--- src/rtl/lsws_pkg.sv ---
package lsws_pkg;

  // default number of entries
  localparam int unsigned DefStackDepth = 64;

  typedef enum logic [2:0] {
    OP_PUSH  = 3'd0,
    OP_POP   = 3'd1,
    OP_FIND  = 3'd2,
    OP_READ  = 3'd3,
    OP_CLEAR = 3'd4
  } op_e;

  typedef enum logic [1:0] {
    ST_OK    = 2'd0,
    ST_EMPTY = 2'd1,
    ST_FULL  = 2'd2,
    ST_MISS  = 2'd3
  } status_e;

  typedef enum logic [1:0] {
    S_IDLE,
    S_POP,
    S_FIND,
    S_READ
  } state_e;

  typedef struct packed {
    logic [2:0]          op;
    logic signed [31:0]  value;
    logic [5:0]          position;
  } cmd_t;

  typedef struct packed {
    logic [1:0]          status;
    logic [5:0]          found_position;
    logic signed [31:0]  found_value;
    logic signed [31:0]  top_value;
    logic                is_empty;
    logic [6:0]          entry_count;
  } res_t;

endpackage

--- src/rtl/lsws_mem.sv ---
module lsws_mem
  import lsws_pkg::*;
#(
  parameter int unsigned Depth = DefStackDepth,
  parameter int unsigned AddrW = $clog2(Depth)
) (
  input  logic              clk_i,
  input  logic              we_i,
  input  logic [AddrW-1:0]  waddr_i,
  input  logic [31:0]       wdata_i,
  input  logic [AddrW-1:0]  raddr_i,
  output logic [31:0]       rdata_o
);

  logic [31:0] mem [Depth];
  logic [31:0] rdata_q;

  always_ff @(posedge clk_i) begin
    if (we_i) begin
      mem[waddr_i] <= wdata_i;
    end
  end

  // registered read: data follows the address in the next cycle
  always_ff @(posedge clk_i) begin
    rdata_q <= mem[raddr_i];
  end

  assign rdata_o = rdata_q;

endmodule

--- src/rtl/lsws_ctrl.sv ---
module lsws_ctrl
  import lsws_pkg::*;
#(
  parameter int unsigned StackDepth = DefStackDepth,
  parameter int unsigned AddrW      = $clog2(StackDepth),
  parameter int unsigned CntW       = $clog2(StackDepth + 1)
) (
  input  logic              clk_i,
  input  logic              rst_ni,
  input  logic              start,
  output logic              busy,
  input  cmd_t              cmd_i,
  output logic              res_valid_o,
  output res_t              res_o,
  output logic              mem_we_o,
  output logic [AddrW-1:0]  mem_waddr_o,
  output logic [31:0]       mem_wdata_o,
  output logic [AddrW-1:0]  mem_raddr_o,
  input  logic [31:0]       mem_rdata_i
);

  localparam int unsigned CmpW = (CntW > 6) ? CntW : 6;

  state_e             state_q, state_d;
  logic [CntW-1:0]    count_q, count_d;
  logic [31:0]        top_q, top_d;
  logic [AddrW-1:0]   idx_q, idx_d;
  logic [AddrW-1:0]   rd_addr_q, rd_addr_d;
  logic [31:0]        val_q, val_d;
  status_e            status_q, status_d;
  logic [5:0]         fpos_q, fpos_d;
  logic [31:0]        fval_q, fval_d;
  logic               res_valid_q, done;
  logic               accept, full;
  logic [CmpW-1:0]    pos_ext, cnt_ext;

  assign accept  = start && (state_q == S_IDLE);
  assign full    = (count_q == CntW'(StackDepth));
  assign pos_ext = CmpW'(cmd_i.position);
  assign cnt_ext = CmpW'(count_q);

  always_ff @(posedge clk_i or negedge rst_ni) begin
    if (!rst_ni) begin
      state_q     <= S_IDLE;
      count_q     <= '0;
      res_valid_q <= 1'b0;
    end else begin
      state_q     <= state_d;
      count_q     <= count_d;
      res_valid_q <= done;
    end
  end

  always_ff @(posedge clk_i) begin
    top_q     <= top_d;
    idx_q     <= idx_d;
    rd_addr_q <= rd_addr_d;
    val_q     <= val_d;
    if (done) begin
      status_q <= status_d;
      fpos_q   <= fpos_d;
      fval_q   <= fval_d;
    end
  end

  always_comb begin
    state_d     = state_q;
    count_d     = count_q;
    top_d       = top_q;
    idx_d       = idx_q;
    rd_addr_d   = rd_addr_q;
    val_d       = val_q;
    mem_raddr_o = rd_addr_q;
    mem_we_o    = 1'b0;
    mem_waddr_o = count_q[AddrW-1:0];
    mem_wdata_o = cmd_i.value;
    done        = 1'b0;
    status_d    = ST_OK;
    fpos_d      = '0;
    fval_d      = '0;

    case (state_q)
      S_IDLE: begin
        if (accept) begin
          val_d = cmd_i.value;
          case (cmd_i.op)
            OP_PUSH: begin
              done = 1'b1;
              if (full) begin
                status_d = ST_FULL;
              end else begin
                mem_we_o = 1'b1;
                count_d  = count_q + CntW'(1);
                top_d    = cmd_i.value;
              end
            end
            OP_POP: begin
              if (count_q == '0) begin
                status_d = ST_EMPTY;
                done     = 1'b1;
              end else if (count_q == CntW'(1)) begin
                count_d = '0;
                done    = 1'b1;
              end else begin
                // fetch the entry that becomes the new top
                count_d     = count_q - CntW'(1);
                mem_raddr_o = AddrW'(count_q - CntW'(2));
                state_d     = S_POP;
              end
            end
            OP_FIND: begin
              if (count_q == '0) begin
                status_d = ST_MISS;
                done     = 1'b1;
              end else begin
                mem_raddr_o = AddrW'(count_q - CntW'(1));
                rd_addr_d   = mem_raddr_o;
                idx_d       = '0;
                state_d     = S_FIND;
              end
            end
            OP_READ: begin
              if (pos_ext < cnt_ext) begin
                mem_raddr_o = AddrW'(cnt_ext - CmpW'(1) - pos_ext);
                idx_d       = AddrW'(cmd_i.position);
                state_d     = S_READ;
              end else begin
                status_d = ST_MISS;
                done     = 1'b1;
              end
            end
            OP_CLEAR: begin
              count_d = '0;
              done    = 1'b1;
            end
            default: begin
              done = 1'b1;
            end
          endcase
        end
      end
      S_POP: begin
        top_d   = mem_rdata_i;
        done    = 1'b1;
        state_d = S_IDLE;
      end
      S_READ: begin
        fpos_d  = 6'(idx_q);
        fval_d  = mem_rdata_i;
        done    = 1'b1;
        state_d = S_IDLE;
      end
      S_FIND: begin
        // read data belongs to position idx_q, one entry per cycle
        if (mem_rdata_i == val_q) begin
          fpos_d  = 6'(idx_q);
          fval_d  = mem_rdata_i;
          done    = 1'b1;
          state_d = S_IDLE;
        end else if ((CntW'(idx_q) + CntW'(1)) == count_q) begin
          status_d = ST_MISS;
          done     = 1'b1;
          state_d  = S_IDLE;
        end else begin
          mem_raddr_o = rd_addr_q - AddrW'(1);
          rd_addr_d   = mem_raddr_o;
          idx_d       = idx_q + AddrW'(1);
        end
      end
      default: begin
        state_d = S_IDLE;
      end
    endcase
  end

  assign busy        = (state_q != S_IDLE);
  assign res_valid_o = res_valid_q;

  always_comb begin
    res_o                = '0;
    res_o.status         = status_q;
    res_o.found_position = fpos_q;
    res_o.found_value    = fval_q;
    res_o.top_value      = (count_q != '0) ? top_q : '0;
    res_o.is_empty       = (count_q == '0);
    res_o.entry_count    = 7'(count_q);
  end

endmodule

--- src/rtl/lifo_stack_with_search.sv ---
// channel    | handshake              | payload
// -----------+------------------------+-----------------
// command in | start high, busy low   | cmd_i (cmd_t)
// result out | res_valid_o one cycle  | res_o (res_t)
//
// push, clear, unused codes, a pop of the last entry and failing pop, find
// or read finish in the accept cycle; other pops and read at position go
// through S_POP or S_READ, for the store's registered read port
// find walks the entries down from the top until a match or the bottom;
// the single read port scans one entry per cycle
// the result strobes in the cycle after the command's final state, and the
// receiver cannot stall it; a new command may be taken in that same cycle
// reset clears the fill count and control state only; the store is
// never cleared, entries above the fill count are simply not read
module lifo_stack_with_search
  import lsws_pkg::*;
#(
  parameter int unsigned STACK_DEPTH = DefStackDepth
) (
  input  logic  clk_i,
  input  logic  rst_ni,
  input  logic  start,
  output logic  busy,
  input  cmd_t  cmd_i,
  output logic  res_valid_o,
  output res_t  res_o
);

  localparam int unsigned AddrW = $clog2(STACK_DEPTH);
  localparam int unsigned CntW  = $clog2(STACK_DEPTH + 1);

  // store port between sequencer and memory
  logic              mem_we;
  logic [AddrW-1:0]  mem_waddr;
  logic [31:0]       mem_wdata;
  logic [AddrW-1:0]  mem_raddr;
  logic [31:0]       mem_rdata;

  // sequencer: fill count, cached top value, find walk, result register
  lsws_ctrl #(
    .StackDepth (STACK_DEPTH),
    .AddrW      (AddrW),
    .CntW       (CntW)
  ) u_ctrl (
    .clk_i       (clk_i),
    .rst_ni      (rst_ni),
    .start       (start),
    .busy        (busy),
    .cmd_i       (cmd_i),
    .res_valid_o (res_valid_o),
    .res_o       (res_o),
    .mem_we_o    (mem_we),
    .mem_waddr_o (mem_waddr),
    .mem_wdata_o (mem_wdata),
    .mem_raddr_o (mem_raddr),
    .mem_rdata_i (mem_rdata)
  );

  // entry 0 is the bottom of the stack
  lsws_mem #(
    .Depth (STACK_DEPTH),
    .AddrW (AddrW)
  ) u_mem (
    .clk_i   (clk_i),
    .we_i    (mem_we),
    .waddr_i (mem_waddr),
    .wdata_i (mem_wdata),
    .raddr_i (mem_raddr),
    .rdata_o (mem_rdata)
  );

`ifndef SYNTHESIS
  // an accepted command either finishes at once or keeps the block busy
  a_accept_progress: assert property (@(posedge clk_i) disable iff (!rst_ni)
    (start && !busy) |=> (busy || res_valid_o))
    else $error("accepted command neither busy nor finished");

  // leaving a multi-cycle operation always delivers its result
  a_busy_end_result: assert property (@(posedge clk_i) disable iff (!rst_ni)
    $fell(busy) |-> res_valid_o)
    else $error("busy dropped without a result transfer");

  // an empty stack reports a zero top value
  a_empty_top_zero: assert property (@(posedge clk_i) disable iff (!rst_ni)
    (res_valid_o && res_o.is_empty) |-> (res_o.top_value == '0))
    else $error("empty stack with nonzero top value");
`endif

endmodule
--- config.mk ---
export PLATFORM = sky130hd
export DESIGN_NAME = lifo_stack_with_search
export DESIGN_NICKNAME = d
export VERILOG_FILES = /design/src/rtl/lsws_pkg.sv /design/src/rtl/lsws_mem.sv /design/src/rtl/lsws_ctrl.sv /design/src/rtl/lifo_stack_with_search.sv
export SDC_FILE = /design/constraint.sdc
export NUM_CORES = 2
export LEC_CHECK = 0
export BUFFER_PORTS_ARGS = -buffer_cell sky130_fd_sc_hd__buf_4
export CORE_AREA = 2 2 548 550
export DETAILED_ROUTE_END_ITERATION = 16
export DIE_AREA = 0 0 550 552
export MAX_ROUTING_LAYER = met4
export PLACE_DENSITY = 0.53
export SLEW_MARGIN = 10
export SYNTH_ARGS = -nofsm -noshare
export SYNTH_HDL_FRONTEND = slang
export SYNTH_SLANG_ARGS = --single-unit
--- constraint.sdc ---
create_clock -name clk_i -period 5.85 [get_ports clk_i]
set_input_delay 0.585 -clock clk_i [delete_from_list [all_inputs] [get_ports clk_i]]
set_output_delay 0.585 -clock clk_i [all_outputs]
set_load 0.01 [all_outputs]
==> out/metrics.csv <==
metric,value,unit
status,"complete, no violations",
async_reset_ff_share,0.453,%
ys_seq_area_share,74.1,%
tightestPinTransition,1.24,ns
grt_max_degree,160,
crit_chain,"xnor2_1, nand4_1, nor4_2, buf_4, and4_1, a311o_1, a311o_2, buf_12, buf_12, buf_4, buf_12, nand3_1, nand3_1, nand4_1, or4_1",
maxSlewViolCount,0,
synth_area_leaders,"edfxtp_1, nand2_1, nand3_1",
end_kind,flip-flop,
drive_gt1_share,12.5,%
cap_violations,0,
synth_ff_type,edfxtp_1,
max_clock_freq,0.179,GHz
ys_warn_count,0,
cp_max_fo,89,
finalSetupTns,0,ns
min_period_over_period,95.7,%
p_sw,26500,uW
whs,0.0658,ns
nets,6641,
slowest_delay,0.82,ns
fp.dieW,550,um
worstPathArrival,6.33,ns
clock_path_buffers,3,
sw_frac_of_total,43.5,%
peakVddDrop,0.731,mV
leakage,0.0345,uW
port_buffers,125,
dp_hpwl,169000,um
p_int,34500,uW
insertion_delay,0.87,ns
root_buffer,clkbuf_16,
setup_violations,0,
grt_pass1_vias,53595,
gr-total-overflow,0,
synthAdderAreaFrac,0.318,%
globalplace.congestion,0.893,
htreeDepth,4,
cts_tree,yes,
hold_viol,0,
p_comb_share,47.4,%
post_cts_buffers,0,
maxSlewHeadroom,17.6,%
die_h,552,um
powerDensity,593,mW/mm^2
synthCells,6372,
grt_pass1_wl,404000,um
crit_top_cell,buf_12,
crit_type,flip-flop to flip-flop,
antenna_found_initial,41,
wire_per_inst,26.8,um
area_growth,15.8,%
die_area,0.304,sq mm
synth_nets,6438,
synth_top_area_cell,edfxtp_1,
vias,56015,
ant_nets,0,
required,6.58,ns
drc,0,
skew,0.0593,ns
layout_min_cycle_time,5.60,ns
yosys.area_share.simple,12.2,%
power_frac_seq,30.3,%
rrSetupSlack,0.25,ns
clkSinkCount,2206,
routed_via_density,5.22,
drtIter0Drc,6822,
hp-class,primary input to flip-flop,
synth_xor_area_share,0.557,%
synth_edf_count,2164,
first_pass_iters,7,
crit_path_top_delay_cell,dfxtp_1,
startpoint_type,flip-flop,
grtUsageTotal,18.9,%
core,0.298,sq mm
synth_area,0.0889,sq mm
drt_wl_total,287000,um
path_clk_slew,0.06,ns
synth_cell_types,84,
row_count,201,
syn_avg_cell_area,14.0,sq um
yosys-mux-area-fraction,4.07,%
synth_top_area_share,73.1,%
cts_buffers,221,
ys_ff_latch,2206,
synth_compound_area_share,6.13,%
io-pin-count,126,
synth_top_family_by_area,simple AND/OR/NAND/NOR gates,
rsz0062_at_grt,no,
start_util,29.8,%
p_clk_share,22.3,%
state kept, by name (all words and copies together), names as in the netlist:
signal	cells
u_ctrl.idx_q	6
u_ctrl.res_valid_o	1
u_ctrl.val_q	32
u_ctrl.rd_addr_q	6
u_ctrl.fpos_q	6
u_ctrl.state_q	2
u_ctrl.cnt_ext	7
u_ctrl.fval_q	32
u_mem.mem	2048
u_mem.rdata_o	32
u_ctrl.status_q	2
u_ctrl.top_q	32
cell type report:
class | instances | area [sq um]
flip-flops and latches | 2206 | 65900
fillers | 28867 | 195000
clock buffers | 297 | 5950
well taps | 3958 | 4950
multi-input cells | 3636 | 21300
inverters | 113 | 424
diodes | 16 | 40.0
repair buffers | 397 | 3550
clock inverters | 105 | 918
per-stage QoR:
stage               power, uW  util [%]  area (sq um)  setup WS, ns  std cells
floorplan               35600         -         88900          1.73       6372
global placement        47400      32.2         96000         0.156      10300
detailed placement      47500      32.2         96000         0.135      10300
CTS                     61100      34.5        103000         0.111      10710
global route            63600      34.5        103000       0.00566      10724
finish                  61100      34.5        103000         0.250      10728
synth_stat cells, types with 43 or more instances:
library cell and instances:
nand2_1 1444, buf_2 131, and3_1 90, a211oi_1 199, nand3_1 622, nand4_1 43, inv_1 110, nor2_1 102
mux2i_1 294, a21oi_1 112, mux2_2 60, and2_1 73, xnor2_1 48, clkbuf_1 222, edfxtp_1 2164, a32oi_1 71
a311oi_1 60
power by group through the flow:
stage	combinational (uW)	clock [uW]	sequential, uW
3_5_place_dp	28700	0	18900
4_1_cts	28800	13800	18500
3_3_place_gp	28600	0	18900
5_1_grt	30700	14400	18500
2_1_floorplan	17000	0	18500
6_report	28900	13600	18500
timing repair:
item / 4_1_cts / 5_1_grt
hold buffers: 8 / 0
gates resized for setup: 0 / 1
hold endpoints to repair: 28 / 0
endpoints found under the setup margin: 0 / 2
path summary, 6_finish.rpt:
kind / startpoint / end / depth (start not counted)
worst max register to register: u_mem.rdata_o[2] / u_mem.rdata_o[27] / 15
worst min-delay path: cmd_i[3] / u_ctrl.idx_q[3] / 2
min in group asynchronous: rst_ni / u_ctrl.cnt_ext[4] / 2
max in group asynchronous: rst_ni / u_ctrl.cnt_ext[1] / 2
worst min register to register: u_ctrl.idx_q[1] / u_ctrl.fpos_q[1] / 1
worst max-delay path: u_mem.rdata_o[2] / u_mem.rdata_o[27] / 15
critical path: cells and delay by family, from the launching register on:
family                    cells  cell delay (ns)
xor gates and xnor gates      1             0.20
DFF                           1             0.82
AOI/OAI and AO/OA             2             0.70
buffers and inverters         5             1.33
and+or+nand+nor               7             2.25
cell families (layout without fill, tap and decap cells):
family / count (synthesis) / in the layout
flip-flops: 2206 / 2206
XOR/XNOR: 55 / 55
buffers and inverters: 530 / 912
multiplexers: 354 / 354
other: 0 / 16
AO/OA/AOI/OAI: 743 / 743
adder cells (fa/ha/maj): 22 / 22
AND/OR/NAND/NOR: 2462 / 2462
cell usage in the layout, fill, tap and decap left out, types with 60 or more instances in the layout:
cell,Yosys,final
mux2i_1,294,294
clkbuf_1,222,63
a211oi_1,199,199
a21oi_1,112,112
edfxtp_1,2164,2164
a311oi_1,60,60
inv_1,110,109
a32oi_1,71,71
and3_1,90,90
mux2_2,60,60
nand2_1,1444,1444
and2_1,73,73
buf_4,21,345
nor2_4,1,66
clkbuf_16,0,221
nand3_1,622,621
per-layer routing:
layer	vias up	wire length, um	share of wire, %	GRT usage (%)
met2	2375	136000	47	29.7
met1	28895	122000	42	25.3
met5	-	0	0	-
met3	398	20400	7.1	2.76
met4	0	9160	3.2	5.97
li1	24347	-	-	-
Power figures use the tool's default switching activity.
